<file path="config.mk">
export PLATFORM = sky130hd
export DESIGN_NAME = kufes_ctrl
export DESIGN_NICKNAME = d
export VERILOG_FILES = /design/src/hdl/kufes_pkg.sv /design/src/hdl/kufes_ctrl.sv
export SDC_FILE = /design/constraint.sdc
export NUM_CORES = 1
export LEC_CHECK = 0
export ABC_AREA = 1
export ABC_CLOCK_PERIOD_IN_PS = 2200
export BUFFER_PORTS_ARGS = -buffer_cell sky130_fd_sc_hd__buf_2
export CORE_ASPECT_RATIO = 1.25
export CORE_MARGIN = 2
export CORE_UTILIZATION = 30
export CTS_BUF_LIST = sky130_fd_sc_hd__clkbuf_4
export DETAILED_ROUTE_END_ITERATION = 12
export MAX_ROUTING_LAYER = met4
export PLACE_DENSITY = 0.67
export SYNTH_ARGS = -nofsm -noshare
export SYNTH_HDL_FRONTEND = slang
export SYNTH_SLANG_ARGS = --single-unit
</file>
<file path="constraint.sdc">
create_clock -name clk -period 2.2 [get_ports clk]
set_clock_uncertainty 0.2 [all_clocks]
set_input_delay 0.44 -clock clk [delete_from_list [all_inputs] [get_ports clk]]
set_output_delay 0.44 -clock clk [all_outputs]
set_load 0.005 [all_outputs]
</file>
<file path="src/hdl/kufes_pkg.sv">
package kufes_pkg;

  // forest size and derived widths
  localparam int MAX_NODES = 1024;
  localparam int ADDR_W    = (MAX_NODES > 2) ? $clog2(MAX_NODES) : 1;
  localparam int PTR_W     = $clog2(MAX_NODES + 1);
  localparam int FIELD_W   = 10;
  localparam int CMP_W     = (FIELD_W > PTR_W) ? FIELD_W : PTR_W;
  localparam int RANK_W    = 4;
  localparam int WEIGHT_W  = 32;
  localparam int STATUS_W  = 2;

  localparam logic [PTR_W-1:0]  ROOT_MARK = PTR_W'(MAX_NODES);
  localparam logic [RANK_W-1:0] RANK_MAX  = RANK_W'(15);
  localparam logic [CMP_W-1:0]  TOP_LIMIT = CMP_W'(MAX_NODES - 1);
  localparam logic [ADDR_W-1:0] LAST_ADDR = ADDR_W'(MAX_NODES - 1);
  localparam logic [FIELD_W-1:0] NODE_RESET = FIELD_W'(1023);

  // item kinds
  localparam logic KIND_CLEAR = 1'b0;
  localparam logic KIND_EDGE  = 1'b1;

  // result status codes
  localparam logic [STATUS_W-1:0] ST_ACCEPT = 2'd0;
  localparam logic [STATUS_W-1:0] ST_REJECT = 2'd1;
  localparam logic [STATUS_W-1:0] ST_RANGE  = 2'd2;

  // one forest entry: parent link and rank
  typedef struct packed {
    logic [PTR_W-1:0]  parent;
    logic [RANK_W-1:0] rank;
  } kufes_entry_t;

  // controller to datapath
  typedef struct packed {
    logic                item_ld;
    logic                walk_start_a;
    logic                walk_step;
    logic                walk_start_b;
    logic                root_b_ld;
    logic                link_b;
    logic                link_a;
    logic                bump_a;
    logic                sweep_start;
    logic                sweep_wr;
    logic                status_ld;
    logic [STATUS_W-1:0] status_val;
    logic                out_ld;
  } kufes_cmd_t;

  // datapath to controller
  typedef struct packed {
    logic kind_edge;
    logic range_bad;
    logic top_zero;
    logic node_root;
    logic roots_same;
    logic rank_gt;
    logic rank_lt;
    logic clear_last;
    logic init_last;
  } kufes_sts_t;

endpackage

</file>
<file path="src/hdl/kufes_ctrl.sv">
module kufes_ctrl
  import kufes_pkg::*;
(
  input  logic       clk,
  input  logic       rst_n,
  input  logic       in_valid,
  output logic       in_ready,
  output logic       out_valid,
  input  logic       out_ready,
  input  kufes_sts_t sts,
  output kufes_cmd_t cmd
);

  localparam logic [3:0] S_INIT   = 4'd0;
  localparam logic [3:0] S_IDLE   = 4'd1;
  localparam logic [3:0] S_DECODE = 4'd2;
  localparam logic [3:0] S_CLEAR  = 4'd3;
  localparam logic [3:0] S_WALK_A = 4'd4;
  localparam logic [3:0] S_WALK_B = 4'd5;
  localparam logic [3:0] S_UNION  = 4'd6;
  localparam logic [3:0] S_BUMP   = 4'd7;
  localparam logic [3:0] S_DONE   = 4'd8;

  logic [3:0] state_r;
  logic [3:0] state_nxt;
  logic       out_valid_r;
  logic       out_valid_nxt;

  assign in_ready  = (state_r == S_IDLE);
  assign out_valid = out_valid_r;

  // next state and commands
  always_comb begin
    state_nxt     = state_r;
    out_valid_nxt = out_valid_r && !out_ready;
    cmd           = '0;
    case (state_r)
      S_INIT: begin
        cmd.sweep_wr = 1'b1;
        if (sts.init_last) begin
          state_nxt = S_IDLE;
        end
      end
      S_IDLE: begin
        if (in_valid) begin
          cmd.item_ld = 1'b1;
          state_nxt   = S_DECODE;
        end
      end
      S_DECODE: begin
        if (!sts.kind_edge) begin
          if (sts.top_zero) begin
            state_nxt = S_IDLE;
          end else begin
            cmd.sweep_start = 1'b1;
            state_nxt       = S_CLEAR;
          end
        end else if (sts.range_bad) begin
          cmd.status_ld  = 1'b1;
          cmd.status_val = ST_RANGE;
          state_nxt      = S_DONE;
        end else begin
          cmd.walk_start_a = 1'b1;
          state_nxt        = S_WALK_A;
        end
      end
      S_CLEAR: begin
        cmd.sweep_wr = 1'b1;
        if (sts.clear_last) begin
          state_nxt = S_IDLE;
        end
      end
      S_WALK_A: begin
        if (sts.node_root) begin
          cmd.walk_start_b = 1'b1;
          state_nxt        = S_WALK_B;
        end else begin
          cmd.walk_step = 1'b1;
        end
      end
      S_WALK_B: begin
        if (sts.node_root) begin
          cmd.root_b_ld = 1'b1;
          state_nxt     = S_UNION;
        end else begin
          cmd.walk_step = 1'b1;
        end
      end
      S_UNION: begin
        cmd.status_ld = 1'b1;
        state_nxt     = S_DONE;
        if (sts.roots_same) begin
          cmd.status_val = ST_REJECT;
        end else begin
          cmd.status_val = ST_ACCEPT;
          if (sts.rank_lt) begin
            cmd.link_a = 1'b1;
          end else begin
            cmd.link_b = 1'b1;
            if (!sts.rank_gt) begin
              state_nxt = S_BUMP;
            end
          end
        end
      end
      S_BUMP: begin
        cmd.bump_a = 1'b1;
        state_nxt  = S_DONE;
      end
      S_DONE: begin
        if (!out_valid_r || out_ready) begin
          cmd.out_ld    = 1'b1;
          out_valid_nxt = 1'b1;
          state_nxt     = S_IDLE;
        end
      end
      default: begin
        state_nxt = S_IDLE;
      end
    endcase
  end

  // state and result valid
  always_ff @(posedge clk) begin
    if (!rst_n) begin
      state_r     <= S_INIT;
      out_valid_r <= 1'b0;
    end else begin
      state_r     <= state_nxt;
      out_valid_r <= out_valid_nxt;
    end
  end

endmodule

</file>
* Yosys cells after proc, flatten, opt, wreduce, memory -nomap -nowiden
Index checks and enable logic that the tools add are counted.
** Word-level totals
- Input bits :: 13
- Output and inout bits :: 16
- Bits in registers :: 5
- Logic and storage cells :: 64
** Operators by class
- Reduce and logical (&&, ||, !) cells :: 8
- Mux-type cells :: 40
- Eq/ne operators :: 14
** Operators with widths (count)
- $mux W4 :: 11
- $pmux W4 S9 :: 1
- $mux W1 :: 22
- $eq A4 B3 Y1 const B :: 4
- $ne A2 B2 Y1 const B :: 6
- $eq A4 B2 Y1 const B :: 2
- $mux W2 :: 3
- $mux W3 :: 2
- $pmux W3 S2 :: 1
- $reduce_and A6 Y1 :: 1
- $eq A4 B1 Y1 const B :: 1
- $eq A4 B4 Y1 const B :: 1
- $logic_not A4 Y1 :: 1
- $reduce_or A2 Y1 :: 2
- $logic_not A1 Y1 :: 2
- $logic_and A1 B1 Y1 :: 1
- $logic_or A1 B1 Y1 :: 1

* Longest topological paths before layout
Gate-level depths: netlist (run 1).
- Word-level depth :: 4
- Depth in mapped cells :: 9
- Depth with buffers taken out :: 9

* Worst setup path before layout (run 1)
OpenSTA, ideal clock, no wires.
- Kind :: flip-flop to output port
- Start :: register state_r[2]
- End :: output cmd[3] (netlist bit)
- Slack :: 0.680 ns
- Path buffers :: 0
- Cell stages (with the launch flop) :: 6
- Data arrival time :: 0.880 ns
- Data required time :: 1.560 ns
- Path through :: dfxtp_1 nor2_2 nand2_1 inv_2 nand3_2 nand2_1
** RTL lines
- start, declared :: line kufes_ctrl.sv:24 : logic [3:0] state_r;
- start signal, assigned :: line kufes_ctrl.sv:129 : state_r <= state_nxt;
- end, declared :: line kufes_ctrl.sv:11 : output kufes_cmd_t cmd

==> qor.txt, run 1 <==
met3 usage -> 2.74%
total design power -> 0.000596 W
largest fanout on the critical path -> 8
Worst Setup EP -> cmd[3]
P_leak -> 0.433 nW
Worst-path clk slew -> 0.04 ns
RePlAce Congestion -> 0.798
number of global-route vias before repair -> 509
post-route ant nets -> 0
drt wl/cell -> 9.09 um
Core Footprint -> 0.00156 mm^2
number of buffers inserted by hold repair at cts -> 0
Yosys reg bits -> 5
crit share post-route -> 90.5%
Clock power frac -> 19.5%
HP Start -> rst_n
drt total wl -> 1.25 mm
Mean Syn Cell Area -> 5.59 um^2
GRT Max-Usage Layer -> met2
layout net count -> 134
Layout Utilization -> 43.8%
register area share after synthesis -> 20.4%
Clock Tree Buf Depth -> 2
share of cells above drive strength 1 -> 40.8%
final setup violation count -> 0
row count -> 16
Area growth syn-to-layout -> 39.2%
Hold Violations, Final -> 0
# fillers -> 176
critical path required time -> 1.56 ns
TritonCTS clock tree -> built
Die H -> 49.3 um
switch share -> 46.1%
Syn Nets -> 101
unrepaired setup endpoints after global routing -> false
floorplan die width -> 40.2 um
vias -> 612
DP HPWL -> 1.09 mm
Pint -> 0.000321 W
# IOs -> 29
Via-to-Cell Ratio -> 4.43
Slew Viols, Final -> 0
Initial Util -> 31.5%
post-cts resize count -> 0
Worst R2R End -> state_r[0]$_SDFFE_PN0P_
grt met2 use -> 23.4%
commonest cells after routing, fill and taps aside -> 28 x buf_2, 19 x nand2_1, 16 x nor2_1
Post-Place Setup Slack -> 0.449 ns
port bufs -> 28
ANT cells -> 0
Rel. slew slack -> 77.7%
Root Buffer Master -> clkbuf_4
crit path from -> state_r[2]$_SDFFE_PN0P_
Sink Count -> 5
post-route worst setup slack -> 0.209 ns
Num CTS Buffers -> 3
global route overflow -> 0
first-pass GRT wire length -> 1.87 mm
DIE AREA -> 0.00198 mm^2
Fmax -> 502 MHz
GRT Total Usage -> 13.8%
antenna violations before repair -> 0
setup TNS -> 0 ns
NetSw -> 0.000275 W
depth of the most critical reg-to-reg path -> 8
commonest non-fill, non-tap cell in the layout -> buf_2
worst-skew pair later-pin latency -> 0.24 ns
post-CTS setup buffers -> 0
WP data arrival -> 1.35 ns
critical path capture point type -> primary output
worst reg-to-reg setup slack -> 0.71 ns
Syn Inst Count -> 88
startpoint types -> flip-flop
Combinational Power Share -> 55.5%
Flop pwr share -> 25.0%
GR Layer Usage met1 -> 13.4%
Final min period -> 1.99 ns
maximum vdd drop -> 384 uV
synth warn -> 0
max-cap violation count -> 0
# DRC -> 0
worst hold path class -> in2reg
DR iter-0 viols -> 5
DRT Pass-1 Iters -> 4
Crit Path Class -> reg2out
outcome -> finished, final reports clean
H-tree Lvls -> 1
Synth Cell Area -> 492 um^2
FF-to-FF Start -> state_r[0]$_SDFFE_PN0P_
Pwr Density -> 872 mW/mm^2
largest net degree at the start of global routing -> 9
Synth cell types -> 17
Worst Tran Pin Value -> 0.333 ns
==> registers in the layout, indices dropped and copies added, names as in the netlist <==
signal,flops
out_valid,1
state_r,4
==> cell type report <==
| class | count | area [um^2] | share of cell area [%] |
|---|---|---|---|
| inverters | 21 | 78.8 | 11.5 |
| repair buffers | 28 | 140 | 20.5 |
| well taps | 18 | 22.5 | 3.29 |
| flip-flops and latches | 5 | 100 | 14.6 |
| multi-input cells | 62 | 313 | 45.7 |
| clock buffers | 4 | 30.0 | 4.39 |
==> cells in the mapped netlist <==
cell type   n  share of area [%]
o31ai_1     1                1.5
nand2_2     3                3.8
nor2_1     16                 12
inv_2       6                4.6
nand4_1     1                1.3
a21oi_1     2                2.0
nand3b_1    1                1.5
nand3_2     2                4.1
nor2_2      3                3.8
nand3_1     7                7.1
nor4_1      1                1.3
nand2_1    19                 15
nor3_1      1                1.0
dfxtp_1     5                 20
a31oi_1     2                2.5
nor2_4      3                6.9
inv_1      15                 11
==> worst max-delay path: stages (launching register included) <==
cell and delay, ns:
dfxtp_1 0.36, nor2_2 0.30, nand2_1 0.14, inv_2 0.08
nand3_2 0.08, nand2_1 0.06, buf_2 0.10
==> how the worst min path moves through the flow <==
stage	cells after the start	to
2_1_floorplan	4	out_valid$_SDFF_PN0_
5_1_grt	3	state_r[1]$_SDFFE_PN0P_
3_3_place_gp	4	out_valid$_SDFF_PN0_
6_report	3	state_r[1]$_SDFFE_PN0P_
4_1_cts	3	state_r[1]$_SDFFE_PN0P_
3_5_place_dp	4	out_valid$_SDFF_PN0_
==> power by group through the flow <==
stage	Sequential, W	Combinational [W]	Clock (W)
6_report	0.000149	0.000331	0.000116
2_1_floorplan	0.000146	0.000238	0
5_1_grt	0.000152	0.000378	0.000126
3_5_place_dp	0.000151	0.000332	0
4_1_cts	0.000149	0.000334	0.000120
3_3_place_gp	0.000150	0.000329	0
==> cell families after synthesis <==
logic type	Yosys count	synth area share, %
compound gates	5	6.11
buf+inv	21	16.0
flops	5	20.4
simple gates	57	57.5
==> metal layers <==
metal  vias to the layer above  routed length (um)
met2                        21                 627
met1                       255                 525
met3                         4                  77
li1                        332                   -
met4                         0                  24
met5                         -                   0
==> through the flow <==
stage / instance area (um^2) / hold WS, ns / std cells
floorplan: 492 / 0.333 / 88
global placement: 654 / 0.331 / 134
detailed placement: 654 / 0.345 / 134
CTS: 684 / 0.242 / 138
global route: 684 / 0.255 / 138
finish: 684 / 0.247 / 138
(Power assumes the default switching activity.)
==> run 2, diff against run 1 <==
--- a/config.mk
+++ b/config.mk
@@ -6,15 +6,17 @@
 export NUM_CORES = 1
 export LEC_CHECK = 0
 export ABC_AREA = 1
-export ABC_CLOCK_PERIOD_IN_PS = 2200
+export ABC_CLOCK_PERIOD_IN_PS = 1800
 export BUFFER_PORTS_ARGS = -buffer_cell sky130_fd_sc_hd__buf_2
+export CELL_PAD_IN_SITES_DETAIL_PLACEMENT = 1
+export CELL_PAD_IN_SITES_GLOBAL_PLACEMENT = 2
 export CORE_ASPECT_RATIO = 1.25
 export CORE_MARGIN = 2
-export CORE_UTILIZATION = 30
+export CORE_UTILIZATION = 18
 export CTS_BUF_LIST = sky130_fd_sc_hd__clkbuf_4
 export DETAILED_ROUTE_END_ITERATION = 12
 export MAX_ROUTING_LAYER = met4
-export PLACE_DENSITY = 0.67
+export PLACE_DENSITY = 0.84
 export SYNTH_ARGS = -nofsm -noshare
 export SYNTH_HDL_FRONTEND = slang
 export SYNTH_SLANG_ARGS = --single-unit
==> constraint.sdc (replaced) <==
create_clock -name clk -period 1.8 [get_ports clk]
set_clock_uncertainty 0.2 [all_clocks]
set_input_delay 0.36 -clock clk [delete_from_list [all_inputs] [get_ports clk]]
set_output_delay 0.36 -clock clk [all_outputs]
set_load 0.005 [all_outputs]
==> run 2 against run 1 <==
- final cell count rose by 12%
- combinational power rose by 29%
- first-iteration DRC count fell by 60%
- highest routed layer unchanged
- sequential cell count did not move
- total power rose by 27%
- setup slack got worse by 0.18 ns
- clock power rose by 21%
- die area rose by 60%
- critical path depth fell by 2
- register-to-register slack got worse by 0.41 ns
- design area rose by 6.2%
==> qor.txt, run 2 (synthesis results as in run 1) <==
vias -> 666 (was 612)
first-pass GRT wire length -> 2.70 mm (was 1.87 mm)
Initial Util -> 18.7% (was 31.5%)
final non-filler cell total -> 155 (was 138)
# IOs -> 29 (unchanged)
number of global-route vias before repair -> 668 (was 509)
Rel. slew slack -> 77.8% (was 77.7%)
DRT Pass-1 Iters -> 2 (was 4)
Clock Tree Buf Depth -> 2 (unchanged)
Num CTS Buffers -> 3 (unchanged)
global route overflow -> 0 (unchanged)
Crit Path Class -> reg2out (unchanged)
critical path capture point type -> primary output (unchanged)
DR iter-0 viols -> 2 (was 5)
TritonCTS clock tree -> built (unchanged)
Slew Viols, Final -> 0 (unchanged)
startpoint types -> flip-flop (unchanged)
max-cap violation count -> 0 (unchanged)
P_leak -> 0.442 nW (was 0.433 nW)
Root Buffer Master -> clkbuf_4 (unchanged)
ANT cells -> 0 (unchanged)
DP HPWL -> 1.46 mm (was 1.09 mm)
crit share post-route -> 98.5%
maximum vdd drop -> 337 uV (was 384 uV)
max FFs per register -> 4 (unchanged)
Worst-path clk slew -> 0.04 ns (about the same)
Hold Path Cell Cnt -> 3 (unchanged)
post-route worst setup slack -> 0.0271 ns (was 0.209 ns)
Seq. cell area -> 105 um^2 (was 100 um^2)
fin area -> 727 um^2 (was 684 um^2)
Largest stage delay, worst path -> 0.34 ns (was 0.36 ns)
multi-input logic area -> 323 um^2 (was 313 um^2)
final setup violation count -> 0 (unchanged)
Most flops, register -> state_r (unchanged)
unrepaired setup endpoints after global routing -> true (was false)
Worst Tran Pin Value -> 0.332 ns (was 0.333 ns)
commonest non-fill, non-tap cell in the layout -> buf_2 (unchanged)
Final min period -> 1.77 ns
Core Footprint -> 0.00263 mm^2 (was 0.00156 mm^2)
commonest cells after routing, fill and taps aside -> 28 x buf_2, 19 x nand2_1, 16 x nor2_1 (unchanged)
DIE AREA -> 0.00317 mm^2 (was 0.00198 mm^2)
drt wl/cell -> 10.7 um (was 9.09 um)
antenna violations before repair -> 0 (unchanged)
placed cell area -> 674 um^2 (was 654 um^2)
outcome -> finished, final reports clean (unchanged)
depth of the most critical reg-to-reg path -> 8 (unchanged)
Layout Utilization -> 27.7% (was 43.8%)
stages on the worst setup path -> 4 (was 6)
CP top delay family -> simple AND/OR/NAND/NOR gates (unchanged)
# DRC -> 0 (unchanged)
post-placement cell count -> 150 (was 134)
drt total wl -> 1.65 mm (was 1.25 mm)
worst hold path class -> in2reg (unchanged)
Area growth syn-to-layout -> 47.8% (was 39.2%)
Pwr Density -> 1040 mW/mm^2 (was 872 mW/mm^2)
GRT Total Usage -> 11.1% (was 13.8%)
Sink Count -> 5 (unchanged)
# fillers -> 359 (was 176)
Die H -> 62.4 um (was 49.3 um)
share of cells above drive strength 1 -> 45.5% (was 40.8%)
RePlAce Congestion -> 0.805 (was 0.798)
row count -> 21 (was 16)
WP data arrival -> 1.21 ns (was 1.35 ns)
Fmax -> 564 MHz
CP bufs+invs -> 1 (was 2)
critical path's slowest cell -> dfxtp_2 (was dfxtp_1)
layout net count -> 135 (was 134)
largest fanout on the critical path -> 6 (was 8)
H-tree Lvls -> 1 (unchanged)
floorplan die width -> 50.8 um (was 40.2 um)
largest net degree at the start of global routing -> 8 (was 9)
Post-Place Setup Slack -> 0.137 ns (was 0.449 ns)
port bufs -> 28 (unchanged)
worst-skew pair later-pin latency -> 0.24 ns (about the same)
Hold Violations, Final -> 0 (unchanged)
critical path required time -> 1.24 ns (was 1.56 ns)
CP Cell Sequence -> nor2_1 > nand2_1 > o31ai_1 > buf_2 (was nor2_2 > nand2_1 > inv_2 > nand3_2 > nand2_1 > buf_2)
Via-to-Cell Ratio -> 4.30 (was 4.43)
post-route ant nets -> 0 (unchanged)
[run 2: layout make-up]
class | instances | share of cell area, %
tap | 34 | 5.85
multi-input combinational | 62 | 44.4
inverter | 21 | 10.8
timing repair buffer | 29 | 20.3
sequential | 5 | 14.5
clock buffer | 4 | 4.13
[run 2: worst reg2reg max path: cells and delay by family, from the launching register on]
family	cells	cell delay, ns
flops	1	0.34
buf+inv	1	0.04
simple gates	7	0.81
[run 2: metrics by stage]
step | TNS (ns) | hold WS [ns] | total power, W
detailed placement | 0 | 0.355 | 0.000614
CTS | 0 | 0.171 | 0.000775
finish | 0 | 0.171 | 0.000759
floorplan | 0 | 0.280 | 0.000469
global route | -0.558 | 0.172 | 0.000843
global placement | 0 | 0.336 | 0.000602
[run 2: layer usage]
metal	track usage (%)	up-vias	wire length, um
met5	-	-	0
met4	2.03	0	2
met3	2.63	2	70
met2	22.5	18	968
met1	10.0	312	610
li1	-	334	-
[run 2: final timing paths]
path	endpoint	start	slack, ns
max	cmd[4]	state_r[1]$_SDFFE_PN0P_	0.03
min	state_r[1]$_SDFFE_PN0P_	rst_n	0.17
max reg2reg	state_r[1]$_SDFFE_PN0P_	state_r[1]$_SDFFE_PN0P_	0.30
min reg2reg	out_valid$_SDFF_PN0_	out_valid$_SDFF_PN0_	0.37
[run 2: where the power goes]
group | switching (W) | internal (W) | total (W) | leakage (nW)
clock | 0.0000413 | 0.0000985 | 0.000140 | 0.0184
sequential | 0.0000472 | 0.000145 | 0.000192 | 0.0424
combinational | 0.000265 | 0.000162 | 0.000427 | 0.381
total | 0.000354 | 0.000405 | 0.000759 | 0.442
[run 2: repair_timing]
item / CTS / global route
endpoints found under the setup margin: 10 / 8
hold buffers: 0 / 0
setup buffers: 1 / 0
pin swaps: 1 / 0
resized for setup: 5 / 1
==> run 3, diff against run 2 <==
--- a/config.mk
+++ b/config.mk
@@ -7,7 +7,7 @@
 export LEC_CHECK = 0
 export ABC_AREA = 1
 export ABC_CLOCK_PERIOD_IN_PS = 1800
-export BUFFER_PORTS_ARGS = -buffer_cell sky130_fd_sc_hd__buf_2
+export BUFFER_PORTS_ARGS = -buffer_cell sky130_fd_sc_hd__buf_4
 export CELL_PAD_IN_SITES_DETAIL_PLACEMENT = 1
 export CELL_PAD_IN_SITES_GLOBAL_PLACEMENT = 2
 export CORE_ASPECT_RATIO = 1.25
==> run 3 against run 2 <==
- sequential power rose by 11%
- fmax fell by 0.96%
- via count did not move
- die area did not move
- register-to-register slack improved by 0.07 ns
- critical endpoint is now cmd[3]
- setup slack got worse by 0.017 ns
- first-iteration DRC count rose by 50%
==> qor.txt, run 3 (synthesis results as in run 1) <==
CP bufs+invs -> 3 (was 1)
largest net degree at the start of global routing -> 8 (unchanged)
TritonCTS clock tree -> built (unchanged)
Pwr Density -> 1020 mW/mm^2 (was 1040 mW/mm^2)
post-route ant nets -> 0 (unchanged)
CP top delay family -> flip-flops (was simple AND/OR/NAND/NOR gates)
CP Cell Sequence -> inv_4 > nor2_4 > nand2_2 > inv_2 > nand3_4 > nand2_2 > buf_6 (was nor2_1 > nand2_1 > o31ai_1 > buf_2)
commonest cells after routing, fill and taps aside -> 31 x buf_4, 16 x nand2_1, 14 x nor2_1 (was 28 x buf_2, 19 x nand2_1, 16 x nor2_1)
Hold Violations, Final -> 0 (unchanged)
crit share post-route -> 99.5% (was 98.5%)
Most common cell on crit path -> nand2_2
Via-to-Cell Ratio -> 4.16 (was 4.30)
Max Used Layer -> met3 (was met4)
first-pass GRT wire length -> 2.81 mm (was 2.70 mm)
# fillers -> 346 (was 359)
Initial Util -> 18.7% (unchanged)
DP HPWL -> 1.48 mm (was 1.46 mm)
Fmax -> 559 MHz (was 564 MHz)
max-cap violation count -> 0 (unchanged)
Most flops, register -> state_r (unchanged)
outcome -> finished, final reports clean (unchanged)
final setup violation count -> 0 (unchanged)
Num CTS Buffers -> 3 (unchanged)
DIE AREA -> 0.00317 mm^2 (unchanged)
H-tree Lvls -> 1 (unchanged)
max FFs per register -> 4 (unchanged)
setup TNS -> 0 ns (unchanged)
Clock Tree Buf Depth -> 2 (unchanged)
Die H -> 62.4 um (unchanged)
layout net count -> 140 (was 135)
drt wl/cell -> 11.2 um (was 10.7 um)
P_leak -> 0.474 nW (was 0.442 nW)
ANT cells -> 0 (unchanged)
Layout Utilization -> 33.6% (was 27.7%)
# IOs -> 29 (unchanged)
global route overflow -> 0 (unchanged)
commonest non-fill, non-tap cell in the layout -> buf_4 (was buf_2)
critical path capture point type -> primary output (unchanged)
Seq. cell area -> 113 um^2 (was 105 um^2)
WP data arrival -> 1.23 ns (was 1.21 ns)
Rel. slew slack -> 85.6% (was 77.8%)
vias -> 666 (unchanged)
Met2 Wirelength -> 1.08 mm (was 968 um)
met1 WL -> 661 um (was 610 um)
number of buffers inserted by hold repair at cts -> 0 (unchanged)
GRT Total Usage -> 11.8% (was 11.1%)
Worst Tran Pin Value -> 0.214 ns (was 0.332 ns)
post-placement cell count -> 150 (unchanged)
critical path's slowest cell -> dfxtp_4 (was dfxtp_2)
Slew Viols, Final -> 0 (unchanged)
placed cell area -> 744 um^2 (was 674 um^2)
floorplan die width -> 50.8 um (unchanged)
# DRC -> 0 (unchanged)
met3 WL -> 49 um (was 70 um)
Worst-path clk slew -> 0.04 ns (about the same)
Sink Count -> 5 (unchanged)
share of cells above drive strength 1 -> 54.0% (was 45.5%)
DR iter-0 viols -> 3 (was 2)
final non-filler cell total -> 160 (was 155)
critical path required time -> 1.24 ns (about the same)
Core Footprint -> 0.00263 mm^2 (unchanged)
largest fanout on the critical path -> 6 (unchanged)
Root Buffer Master -> clkbuf_4 (unchanged)
drt total wl -> 1.79 mm (was 1.65 mm)
fin area -> 882 um^2 (was 727 um^2)
port bufs -> 28 (unchanged)
worst hold path class -> in2reg (unchanged)
DRT Pass-1 Iters -> 4 (was 2)
row count -> 21 (unchanged)
Area growth syn-to-layout -> 79.4% (was 47.8%)
number of global-route vias before repair -> 678 (was 668)
multi-input logic area -> 349 um^2 (was 323 um^2)
startpoint types -> flip-flop (unchanged)
worst-skew pair later-pin latency -> 0.24 ns (about the same)
RePlAce Congestion -> 0.795 (was 0.805)
Largest stage delay, worst path -> 0.39 ns (was 0.34 ns)
unrepaired setup endpoints after global routing -> true (unchanged)
Final min period -> 1.79 ns (was 1.77 ns)
antenna violations before repair -> 0 (unchanged)
Crit Path Class -> reg2out (unchanged)
maximum vdd drop -> 389 uV (was 337 uV)
[run 3: worst paths after layout]
kind / to / start / cells after the start / slack [ns]
setup reg to reg: state_r[0]$_SDFFE_PN0P_ / state_r[1]$_SDFFE_PN0P_ / 8 / 0.37
hold reg to reg: out_valid$_SDFF_PN0_ / out_valid$_SDFF_PN0_ / 4 / 0.35
hold / removal: state_r[0]$_SDFFE_PN0P_ / rst_n / 3 / 0.17
setup / recovery: cmd[3] / state_r[1]$_SDFFE_PN0P_ / 7 / 0.01
[run 3: area by class of cell]
type,instances,share of cell area [%]
inverters,21,9.22
clock buffers,4,3.40
repair buffers,34,30.2
flip-flops and latches,5,12.8
well taps,34,4.82
multi-input cells,62,39.6
[run 3: repair_timing]
| action | in CTS | in global routing |
|---|---|---|
| resized for setup | 8 | 14 |
| endpoints found under the setup margin | 11 | 7 |
| buffers inserted | 2 | 4 |
| gates cloned | 0 | 0 |
| pin swaps | 1 | 1 |
[run 3: through the flow]
stage / total power [W] / hold slack [ns] / setup WS [ns]
final: 0.000896 / 0.172 / 0.00988
after detailed placement: 0.000647 / 0.356 / 0.121
after global placement: 0.000640 / 0.343 / 0.180
after global routing: 0.000986 / 0.181 / -0.0750
after CTS: 0.000832 / 0.169 / 0.00377
after floorplan: 0.000469 / 0.280 / 0.360
[run 3: power breakdown]
| group | switching (W) | total (W) | leakage [nW] | internal (W) |
|---|---|---|---|---|
| Sequential | 0.0000604 | 0.000214 | 0.0433 | 0.000154 |
| Clock | 0.0000419 | 0.000140 | 0.0184 | 0.0000986 |
| Combinational | 0.000291 | 0.000541 | 0.413 | 0.000250 |
[run 3: layer usage]
layer / vias up / global-route usage (%)
met2: 19 / 23.0
met4: 0 / 5.07
li1: 343 / -
met1: 304 / 11.0
met3: 0 / 1.44
met5: - / -
[run 3: worst register-to-register path, cell delays in order (launching register included)]
cell      delay, ns
dfxtp_4        0.39
inv_4          0.06
nor2_4         0.15
nand2_2        0.12
inv_2          0.08
nand3_2        0.09
nand3b_1       0.12
nor2_1         0.05
nor2_1         0.10
